$ cat config.mk
export PLATFORM = sky130hd
export DESIGN_NAME = gab_ctrl
export DESIGN_NICKNAME = d
export VERILOG_FILES = /design/src/design/gab_pkg.sv /design/src/design/gab_ctrl.sv
export SDC_FILE = /design/constraint.sdc
export NUM_CORES = 1
export LEC_CHECK = 0
export BUFFER_PORTS_ARGS = -buffer_cell sky130_fd_sc_hd__buf_2
export CORE_MARGIN = 2
export CORE_UTILIZATION = 44
export DETAILED_ROUTE_END_ITERATION = 6
export PLACE_DENSITY = 0.74
export SKIP_CTS_REPAIR_TIMING = 1
export SLEW_MARGIN = 20
export SYNTH_ARGS = -nofsm -noshare
export SYNTH_HDL_FRONTEND = slang
export SYNTH_SLANG_ARGS = --single-unit
$ cat constraint.sdc
create_clock -name clk -period 1.9 [get_ports clk]
set_clock_uncertainty 0.05 [all_clocks]
set_input_delay 0.19 -clock clk [delete_from_list [all_inputs] [get_ports clk]]
set_output_delay 0.19 -clock clk [all_outputs]
set_load 0.01 [all_outputs]
$ cat src/design/gab_pkg.sv
`timescale 1ns / 1ps
// ----------------------------------------------------------------------------
// gab_pkg
// Shared types and constants of the graph adjacency builder: request and
// status codes, and the command and status bundles between controller and
// datapath.
// ----------------------------------------------------------------------------
package gab_pkg;

    localparam int MAX_VERTICES_DEF = 64;
    localparam int MAX_DEGREE_DEF   = 32;

    localparam logic REQ_ADD  = 1'b0;
    localparam logic REQ_READ = 1'b1;

    typedef enum logic [1:0] {
        ST_OK    = 2'd0,
        ST_RANGE = 2'd1,
        ST_FULL  = 2'd2
    } status_t;

    // slot that the neighbour store is read at: relative to the slot counter, or slot zero
    typedef enum logic [1:0] {
        RD_KM1  = 2'd0,
        RD_KM2  = 2'd1,
        RD_ZERO = 2'd2,
        RD_KP1  = 2'd3
    } nb_rd_sel_t;

    typedef enum logic {
        WR_SHIFT = 1'b0,
        WR_VAL   = 1'b1
    } nb_wr_sel_t;

    typedef enum logic [1:0] {
        OUT_ACK  = 2'd0,
        OUT_HEAD = 2'd1,
        OUT_NB   = 2'd2
    } out_kind_t;

    typedef struct packed {
        logic       capture;
        logic       tbl_rd_u;
        logic       tbl_rd_v;
        logic       u_capture;
        logic       tbl_wr_u;
        logic       tbl_wr_v;
        logic       vlimit_upd;
        logic       ins_load_first;
        logic       ins_load_second;
        logic       k_clear;
        logic       k_inc;
        logic       k_dec;
        logic       nb_rd;
        nb_rd_sel_t nb_rd_sel;
        logic       nb_wr;
        nb_wr_sel_t nb_wr_sel;
        logic       status_we;
        status_t    status_code;
        logic       out_load;
        out_kind_t  out_kind;
    } gab_cmd_t;

    typedef struct packed {
        logic range_err;
        logic full_err;
        logic self_loop;
        logic req_read;
        logic k_zero;
        logic k_one;
        logic greater;
        logic ro_empty;
        logic ro_last;
        logic out_free;
    } gab_sts_t;

endpackage

$ cat src/design/gab_ctrl.sv
`timescale 1ns / 1ps
// ----------------------------------------------------------------------------
// gab_ctrl
// Sequencer of the graph adjacency builder: decodes a request, runs the
// table update and the two sorted insertions, and streams a readout.
// ----------------------------------------------------------------------------
module gab_ctrl (
    input  logic              clk,
    input  logic              rst_n,
    input  logic              in_valid,
    output logic              in_stall,
    input  gab_pkg::gab_sts_t sts,
    output gab_pkg::gab_cmd_t cmd
);

    typedef enum logic [11:0] {
        S_IDLE      = 12'b0000_0000_0001,
        S_DECODE    = 12'b0000_0000_0010,
        S_RD_V      = 12'b0000_0000_0100,
        S_CHECK     = 12'b0000_0000_1000,
        S_WR_U      = 12'b0000_0001_0000,
        S_WR_V      = 12'b0000_0010_0000,
        S_INS_START = 12'b0000_0100_0000,
        S_INS_SHIFT = 12'b0000_1000_0000,
        S_INS_PLACE = 12'b0001_0000_0000,
        S_ACK       = 12'b0010_0000_0000,
        S_RO_HEAD   = 12'b0100_0000_0000,
        S_RO_EMIT   = 12'b1000_0000_0000
    } state_t;

    state_t state_reg;
    state_t state_next;
    logic   second_reg;
    logic   second_next;
    state_t ins_done_state;

    always_ff @(posedge clk or negedge rst_n)
    begin
        if (!rst_n)
        begin
            state_reg  <= S_IDLE;
            second_reg <= 1'b0;
        end
        else
        begin
            state_reg  <= state_next;
            second_reg <= second_next;
        end
    end

    assign in_stall       = (state_reg != S_IDLE);
    assign ins_done_state = second_reg ? S_ACK : S_INS_START;

    always_comb
    begin
        cmd         = '0;
        state_next  = state_reg;
        second_next = second_reg;
        case (state_reg)
            S_IDLE:
            begin
                if (in_valid)
                begin
                    cmd.capture = 1'b1;
                    state_next  = S_DECODE;
                end
            end
            S_DECODE:
            begin
                cmd.status_we = 1'b1;
                if (sts.range_err)
                begin
                    cmd.status_code = gab_pkg::ST_RANGE;
                    state_next      = S_ACK;
                end
                else
                begin
                    cmd.status_code = gab_pkg::ST_OK;
                    cmd.tbl_rd_u    = 1'b1;
                    state_next      = sts.req_read ? S_RO_HEAD : S_RD_V;
                end
            end
            S_RD_V:
            begin
                cmd.u_capture = 1'b1;
                cmd.tbl_rd_v  = 1'b1;
                state_next    = S_CHECK;
            end
            S_CHECK:
            begin
                if (sts.full_err)
                begin
                    cmd.status_we   = 1'b1;
                    cmd.status_code = gab_pkg::ST_FULL;
                    state_next      = S_ACK;
                end
                else
                begin
                    state_next = S_WR_U;
                end
            end
            S_WR_U:
            begin
                cmd.tbl_wr_u       = 1'b1;
                cmd.vlimit_upd     = 1'b1;
                cmd.ins_load_first = 1'b1;
                second_next        = 1'b0;
                state_next         = sts.self_loop ? S_INS_START : S_WR_V;
            end
            S_WR_V:
            begin
                cmd.tbl_wr_v = 1'b1;
                state_next   = S_INS_START;
            end
            S_INS_START:
            begin
                if (sts.k_zero)
                begin
                    cmd.nb_wr           = 1'b1;
                    cmd.nb_wr_sel       = gab_pkg::WR_VAL;
                    cmd.ins_load_second = !second_reg;
                    second_next         = 1'b1;
                    state_next          = ins_done_state;
                end
                else
                begin
                    cmd.nb_rd     = 1'b1;
                    cmd.nb_rd_sel = gab_pkg::RD_KM1;
                    state_next    = S_INS_SHIFT;
                end
            end
            S_INS_SHIFT:
            begin
                cmd.nb_wr = 1'b1;
                if (sts.greater)
                begin
                    // move the entry up one slot, fetch the one below ahead
                    cmd.nb_wr_sel = gab_pkg::WR_SHIFT;
                    cmd.k_dec     = 1'b1;
                    if (sts.k_one)
                    begin
                        state_next = S_INS_PLACE;
                    end
                    else
                    begin
                        cmd.nb_rd     = 1'b1;
                        cmd.nb_rd_sel = gab_pkg::RD_KM2;
                    end
                end
                else
                begin
                    cmd.nb_wr_sel       = gab_pkg::WR_VAL;
                    cmd.ins_load_second = !second_reg;
                    second_next         = 1'b1;
                    state_next          = ins_done_state;
                end
            end
            S_INS_PLACE:
            begin
                cmd.nb_wr           = 1'b1;
                cmd.nb_wr_sel       = gab_pkg::WR_VAL;
                cmd.ins_load_second = !second_reg;
                second_next         = 1'b1;
                state_next          = ins_done_state;
            end
            S_ACK:
            begin
                if (sts.out_free)
                begin
                    cmd.out_load = 1'b1;
                    cmd.out_kind = gab_pkg::OUT_ACK;
                    state_next   = S_IDLE;
                end
            end
            S_RO_HEAD:
            begin
                if (sts.out_free)
                begin
                    cmd.out_load = 1'b1;
                    cmd.out_kind = gab_pkg::OUT_HEAD;
                    cmd.k_clear  = 1'b1;
                    if (sts.ro_empty)
                    begin
                        state_next = S_IDLE;
                    end
                    else
                    begin
                        cmd.nb_rd     = 1'b1;
                        cmd.nb_rd_sel = gab_pkg::RD_ZERO;
                        state_next    = S_RO_EMIT;
                    end
                end
            end
            S_RO_EMIT:
            begin
                if (sts.out_free)
                begin
                    cmd.out_load = 1'b1;
                    cmd.out_kind = gab_pkg::OUT_NB;
                    if (sts.ro_last)
                    begin
                        state_next = S_IDLE;
                    end
                    else
                    begin
                        cmd.k_inc     = 1'b1;
                        cmd.nb_rd     = 1'b1;
                        cmd.nb_rd_sel = gab_pkg::RD_KP1;
                    end
                end
            end
            default:
            begin
                state_next = S_IDLE;
            end
        endcase
    end

endmodule

# Word level (Yosys, flattened, before mapping)
# Index checks and enable logic that the tools add are counted.
[op_classes]
eq_ne = 21
multipliers = 0
add_sub_neg = 0
magnitude_cmp = 0
shifts = 0
n_div = 0
reduce_logical = 4
mux = 53
bitwise_logic = 0
[ops]
columns = ["operator", "n"]
rows = [
  ["one-hot mux 12 bit (12 select lines)", 1],
  ["two-way mux 12 bit", 8],
  ["two-way mux 10 bit", 3],
  ["two-way mux 3 bit", 10],
  ["two-way mux 11 bit", 2],
  ["two-way mux 1 bit", 18],
  ["!= test 2 bit, second input constant", 7],
  ["== test 12 x 1 -> 1 bit, second input constant", 1],
  ["== test 12 x 10 -> 1 bit, second input constant", 1],
  ["== test 12 x 11 -> 1 bit, second input constant", 1],
  ["== test 12 bit, second input constant", 1],
  ["== test 12 x 2 -> 1 bit, second input constant", 1],
  ["== test 12 x 3 -> 1 bit, second input constant", 1],
  ["== test 12 x 4 -> 1 bit, second input constant", 1],
  ["== test 12 x 5 -> 1 bit, second input constant", 1],
  ["== test 12 x 6 -> 1 bit, second input constant", 1],
  ["== test 12 x 7 -> 1 bit, second input constant", 1],
  ["== test 12 x 8 -> 1 bit, second input constant", 1],
  ["== test 12 x 9 -> 1 bit, second input constant", 1],
  ["!= test 12 x 1 -> 1 bit, second input constant", 1],
  ["one-hot mux 3 bit (4 select lines)", 1],
  ["one-hot mux 3 bit (3 select lines)", 1],
  ["two-way mux 7 bit", 1],
  ["two-way mux 2 bit", 3],
  ["other kinds (10)", 10],
]
[word_totals]
rom_bits = 0
mem_count = 0
latch_bits = 0
regBits = 13
ramBits = 0

# Longest topological paths before layout
# Gate-level depths: netlist of the first run.
[depth]
ltp_word = 3
mapped_depth = 6
depth_no_buf = 5

# Worst setup path after synthesis of the first run
# Ideal clock, no wire load.
[synth_timing]
kind = "register to output"
startpoint = "register state_reg[3]"
endpoint = "output port cmd[16] (netlist name)"
arrival_ns = 1.693
required_ns = 1.660
stages_incl_launch_ff = 5
setup_slack_ns = -0.033
path_buffers = 1
path_cell_list = "dfrtp_1 or4_4 or4_4 inv_2 buf_4"
[synth_lines]
columns = ["element", "line", "rtl"]
rows = [
  ["from (decl)", "gab_ctrl.sv:31", "state_t state_reg;"],
  ["from (signal assigned)", "gab_ctrl.sv:46", "state_reg <= state_next;"],
  ["to (decl)", "gab_ctrl.sv:13", "output gab_pkg::gab_cmd_t cmd"],
]

==> impl_metrics.csv, run 1 <==
group,metric,value,unit
yosys,ys_types,54,
power_and_ir_drop,p_comb_share,68.4,%
die,core,2250,sq um
grt,grt_pass1_vias,1097,
grt,grt.overflow.total,0,
hold_path,min_from,"sts[6]",
die,initial_core_util,47.6,%
route,wl_met1,1490,um
route,wl_met3,133,um
worst_setup_path,criticalPathCategory,"flip-flop to output pin",
yosys,synth_seq_cells,13,
power_and_ir_drop,peakVddDrop,956,uV
sta,final_hold_viol_count,0,
power_and_ir_drop,pwr_density_cell,977,nW/um^2
place,hpwl,2210,um
power_and_ir_drop,p_leak,0.851,nW
yosys,synthArstFlopShare,100,%
flow_run,maxCapViolCount,0,
grt,grt_pass1_wl,4730,um
die,die_width,53.4,um
hold_path,min_to,"state_reg[2]",
route,post_drt_via_cell_ratio,5.70,
power_and_ir_drop,clkPwrFrac,10.1,%
clock_network,cts_tree,"built",
sta,tightest_slew,0.486,ns
route,met2WireLength,1800,um
route,firstDrtPassIters,4,
final_layout,fin_cells,212,
die,die-height,53.4,um
power_and_ir_drop,switchingPower,749,uW
worst_setup_path,worst-path-max-fanout,4,
final_layout,n_antenna_cell,0,
final_layout,drive_above_1_share,59.2,%
route,highest_layer,"met4",
die,io_pins,37,
place,pre_cts_slack,-0.0678,ns
route,routedWlPerCell,16.4,um
power_and_ir_drop,p_int,985,uW
yosys,yosysSeqAreaShare,30.5,%
die,num_rows,17,
clock_network,clock_sinks,13,
clock_network,cts_buffer_depth,2,
final_layout,largest_reg_flops,12,
yosys,syn_inst,122,
worst_setup_path,critPathCaptureType,"output pin",
yosys,yosysTopAreaCell,"dfrtp_1",
route,drc_errors,0,
die,die-area,2850,sq um
grt,track_usage,22.7,%
clock_network,cts_buffers,3,
clock_network,h-tree-depth,1,
place,dp_cells,195,
yosys,synth_edf_count,0,
worst_setup_path,reg2reg_from,"state_reg[9]",
yosys,ys_warn_count,0,
sta,grt_setup_unrepaired,"yes",
worst_setup_path,r2r_slack,-0.17,ns
worst_setup_path,r2r-end,"state_reg[9]",
worst_setup_path,crit_required,1.66,ns
sta,slew-limit-headroom,67.3,%
power_and_ir_drop,power.share.sequential,21.4,%
run_status,violations,"setup timing",
route,antenna_left,0,
clock_network,cts_root_buffer,"clkbuf_4",
route,drtIter0Drc,26,
run_status,status,"finished with violations",
worst_setup_path,startpoint_type,"flip-flop",
worst_setup_path,ff2ff_path_depth,7,
sta,max_freq,0.454,GHz
grt,grt_max_degree,14,
yosys,avgSynthCellArea,8.79,sq um
clock_network,clock_latency,0.28,ns
route,wl,3470,um
yosys,synth_nets,135,
final_layout,fill_cells,151,
hold_path,holdPathStages,2,
worst_setup_path,worstPathArrival,1.96,ns
sta,period_needed,2.20,ns
yosys,synthFlopType,"dfrtp_1",
sta,finalSetupViolCount,26,
final_layout,syn_to_final_growth,65.5,%
hold_path,hold_class,"primary input to flip-flop",
yosys,synthTopCellsByArea,"dfrtp_1 (28%), nor2_1 (4.2%), buf_4 (2.8%), inv_1 (2.8%), dfstp_2 (2.5%)",
sta,post-route-period-util,116,%
sta,fin_ws,-0.300,ns
final_layout,nets,198,
place,portBuffers,36,
sta,slew_viol_final,0,
yosys,syn_area,1070,sq um
clock_network,cts.clk_slew.worst_paths,0.08,ns
grt,antenna_found_initial,0,
power_and_ir_drop,switching_share,43.2,%
yosys,yosys.area.top_type_share,28.0,%
place,gp_congestion,0.906,
route,vias,1208,
[worst max path at each step]
stage                   from      endpoint  cells after the start
2_1_floorplan   state_reg[3]       cmd[10]                      5
3_3_place_gp    state_reg[3]       cmd[10]                      6
3_5_place_dp    state_reg[4]  state_reg[9]                      5
4_1_cts         state_reg[3]       cmd[10]                      6
5_1_grt        state_reg[11]       cmd[15]                      5
6_report       state_reg[10]       cmd[18]                      5
[through the flow]
step	hold slack [ns]	power (mW)	util [%]	area [sq um]	setup TNS, ns
final	0.0207	1.73	78.7	1770	-4.60
after global routing	0.0256	1.83	78.7	1770	-6.91
after CTS	-0.255	1.26	62.2	1400	-5.60
after detailed placement	0.0449	1.08	61.0	1380	-0.256
after floorplan	-0.156	0.828	-	1070	0
after global placement	0.0400	1.05	61.0	1380	-0.0250
[placed cells by master, fill, tap and decap left out, types with 2 or more instances in the layout]
cell       count
nand3_2        3
nand2b_1       4
buf_4         24
clkbuf_4       3
or4_4          2
nor2_1         9
o2bb2ai_1      2
nand2_2        2
inv_1          7
dfrtp_2        2
nor3_1         2
and3b_1        2
nor2b_1        3
buf_2         29
nand2_1        3
nand3b_1       3
nor4_4         3
nor2_4         2
a21oi_1        3
or3_4          2
dfrtp_1       10
buf_6         14
nor4b_1        2
nor3_4         4
nor3_2         2
[layout make-up]
cell class,count,area (sq um),share of cell area (%)
Timing Repair Buffer,68,493,27.8
Multi-Input combinational cell,90,855,48.2
Tap cell,28,35.0,1.97
Sequential cell,13,329,18.5
Inverter,9,36.3,2.05
Clock buffer,4,26.3,1.48
[synth_stat cells, drive strengths merged (2+ instances only)]
| master | number |
|---|---|
| nor3 | 8 |
| or4 | 2 |
| nand3b | 3 |
| nor3b | 2 |
| dfrtp | 12 |
| and3b | 2 |
| nor4 | 3 |
| o21ai | 3 |
| buf | 7 |
| or3 | 3 |
| o22ai | 2 |
| nor2b | 4 |
| nor4b | 3 |
| inv | 9 |
| o32ai | 2 |
| a21oi | 3 |
| clkbuf | 3 |
| a2111oi | 2 |
| nand2 | 5 |
| o221ai | 2 |
| nand3 | 5 |
| nand2b | 4 |
| nand4 | 2 |
| o2bb2ai | 2 |
| nor2 | 12 |
[critical path, stage by stage, from the launching register on]
cell	delay [ns]
dfrtp_1	0.44
nor3_4	0.31
nand2_1	0.19
or4_4	0.55
inv_4	0.08
buf_2	0.12
[power groups by stage]
stage,sequential [mW],clock (mW),combinational [mW]
after CTS,0.357,0.177,0.723
final,0.371,0.176,1.19
after global routing,0.376,0.191,1.27
after detailed placement,0.362,0,0.718
after floorplan,0.338,0,0.490
after global placement,0.359,0,0.689
[cells by family (layout without fill, tap and decap cells)]
kind of cell / Yosys count / count (layout) / synth area share [%]
compound gates: 25 / 25 / 19.4
xor+xnor: 2 / 2 / 1.63
buf+inv: 19 / 81 / 8.40
flops: 13 / 13 / 30.5
mux: 1 / 1 / 0.934
simple gates: 62 / 62 / 39.2
[per-layer routing]
layer  up-vias  GRT usage, %
li1        583             -
met1       589          28.6
met2        32          40.3
met3         4          5.08
met4         0          2.56
met5         -             0
(Power assumes the default switching activity.)
==> inputs of run 2 (changes only) <==
--- a/config.mk
+++ b/config.mk
@@ -6,12 +6,15 @@
 export NUM_CORES = 1
 export LEC_CHECK = 0
 export BUFFER_PORTS_ARGS = -buffer_cell sky130_fd_sc_hd__buf_2
+export CELL_PAD_IN_SITES_DETAIL_PLACEMENT = 1
+export CELL_PAD_IN_SITES_GLOBAL_PLACEMENT = 2
 export CORE_MARGIN = 2
-export CORE_UTILIZATION = 44
+export CORE_UTILIZATION = 25
 export DETAILED_ROUTE_END_ITERATION = 6
-export PLACE_DENSITY = 0.74
+export PLACE_DENSITY_LB_ADDON = 0.1
 export SKIP_CTS_REPAIR_TIMING = 1
 export SLEW_MARGIN = 20
 export SYNTH_ARGS = -nofsm -noshare
 export SYNTH_HDL_FRONTEND = slang
 export SYNTH_SLANG_ARGS = --single-unit
+export TNS_END_PERCENT = 1
==> run 2 against run 1 <==
  * The run still ends with setup timing left
  * Largest power group unchanged
  * Clock power increased by 49%
  * Worst hold slack gained 0.044 ns
  * Cell count increased by 7.5%
  * Sequential share of layout area rose by 1.6 points
  * Critical path depth decreased by 1
  * First-iteration DRC count grew 42%
  * Sequential cell count is the same
  * Combinational power decreased by 29%
  * Clock-buffer cell count unchanged
==> impl_metrics.csv, run 2 (synthesis results as in run 1) <==
group,metric,value,unit
run_status,status,"finished with violations",
run_status,violations,"setup timing",
grt,grt_pass1_vias,1236,
die,die-area,4830,sq um
worst_setup_path,startpoint_type,"flip-flop",
route,wl,3530,um
worst_setup_path,crit_required,1.66,ns
final_layout,fill_cells,493,
die,io_pins,37,
final_layout,fin_util,39.9,%
final_layout,nets,192,
grt,antenna_found_initial,0,
power_and_ir_drop,p_leak,0.800,nW
clock_network,cts_tree,"built",
sta,period_needed,2.12,ns
sta,grt_setup_unrepaired,"yes",
final_layout,syn_to_final_growth,50.9,%
die,core,4060,sq um
final_layout,multi_input_area,744,sq um
sta,timing.hold.ws,0.0649,ns
sta,final_hold_viol_count,0,
worst_setup_path,crit_family,"simple AND/OR/NAND/NOR gates",
clock_network,cts.clk_slew.worst_paths,0.06,ns
worst_setup_path,max_stage_delay,0.56,ns
final_layout,register_area,327,sq um
clock_network,cts_buffer_depth,2,
final_layout,layout_common_cells,"buf_2 (32), buf_4 (25), dfrtp_1 (12)",
clock_network,cts_root_buffer,"clkbuf_8",
sta,post-route-period-util,112,%
grt,grt.overflow.total,0,
final_layout,largest_reg_flops,12,
worst_setup_path,crit_path_top_delay_cell,"or4_4",
worst_setup_path,worst-path-max-fanout,4,
clock_network,clock_sinks,13,
final_layout,n_antenna_cell,0,
worst_setup_path,criticalPathCategory,"flip-flop to output pin",
final_layout,final_common_cell,"buf_2",
power_and_ir_drop,post-layout-total-power,1.46,mW
grt,track_usage,15.4,%
hold_path,hold_class,"primary input to flip-flop",
grt,grt_pass1_wl,6090,um
place,hpwl,2770,um
die,die_width,69.5,um
power_and_ir_drop,peakVddDrop,377,uV
place,portBuffers,36,
place,dp_cells,223,
place,gp_congestion,0.756,
route,post_drt_via_cell_ratio,4.94,
sta,tightest_slew,0.429,ns
clock_network,clock_latency,0.25,ns
sta,finalSetupViolCount,21,
sta,slew-limit-headroom,70.6,%
die,initial_core_util,26.4,%
sta,slew_viol_final,0,
worst_setup_path,crit_top_cell,"or4_4",
route,routedWlPerCell,15.5,um
final_layout,fin_cells,228,
route,firstDrtPassIters,4,
die,num_rows,23,
worst_setup_path,critPathCaptureType,"output pin",
grt,grt_max_degree,14,
die,die-height,69.5,um
worst_setup_path,cp_cell_sequence,"or4_4 > or4_4 > inv_4 > buf_6",
power_and_ir_drop,pwr_density_cell,905,nW/um^2
route,drc_errors,0,
route,vias,1127,
flow_run,maxCapViolCount,0,
final_layout,drive_above_1_share,51.7,%
worst_setup_path,worstPathArrival,1.88,ns
sta,max_freq,0.472,GHz
sta,fin_tns_setup,-2.08,ns
route,antenna_left,0,
clock_network,cts_buffers,3,
clock_network,h-tree-depth,1,
sta,fin_ws,-0.220,ns
worst_setup_path,cp_num_buf_inv,2,
route,drtIter0Drc,37,
[run 2: cell count changes in the layout (fill, tap and decap cells not counted), sizes merged]
cell	before	now
buf	67	61
[run 2: final cells by class]
type                            instances  area share, %
Timing Repair Buffer                   62           24.9
Tap cell                               50           3.87
Inverter                                9           2.24
Multi-Input combinational cell         90           46.0
Sequential cell                        13           20.2
Clock buffer                            4           2.78
[run 2: path summary, 6_finish.rpt]
path | start | end | slack (ns) | cells after the start
max in group asynchronous | rst_n | state_reg[0] | 1.18 | 2
min in group asynchronous | rst_n | state_reg[7] | 0.32 | 2
setup reg to reg | state_reg[9] | state_reg[9] | 0 | 5
hold / removal | sts[7] | state_reg[5] | 0.06 | 2
hold reg to reg | second_reg | second_reg | 0.54 | 1
setup / recovery | state_reg[3] | cmd[16] | -0.22 | 4
[run 2: report_power, final]
group	switching, mW	total [mW]	internal [mW]	leakage, nW
registers	0.0367	0.355	0.318	0.175
clock network	0.113	0.262	0.149	0.0228
logic	0.465	0.848	0.383	0.602
total	0.615	1.46	0.849	0.800
[run 2: per-stage QoR]
| step | area, sq um | setup slack, ns |
|---|---|---|
| after global placement | 1450 | -0.0370 |
| after detailed placement | 1450 | -0.0659 |
| final | 1620 | -0.220 |
| after global routing | 1620 | -0.325 |
| after floorplan | 1070 | 0.0444 |
| after CTS | 1490 | -0.339 |
[run 2: routing by layer]
layer | global-route usage, % | part of all wire [%]
met5 | 0 | 0
met4 | 4.58 | 1.1
met3 | 3.05 | 3.3
met2 | 25.5 | 49
met1 | 20.1 | 47
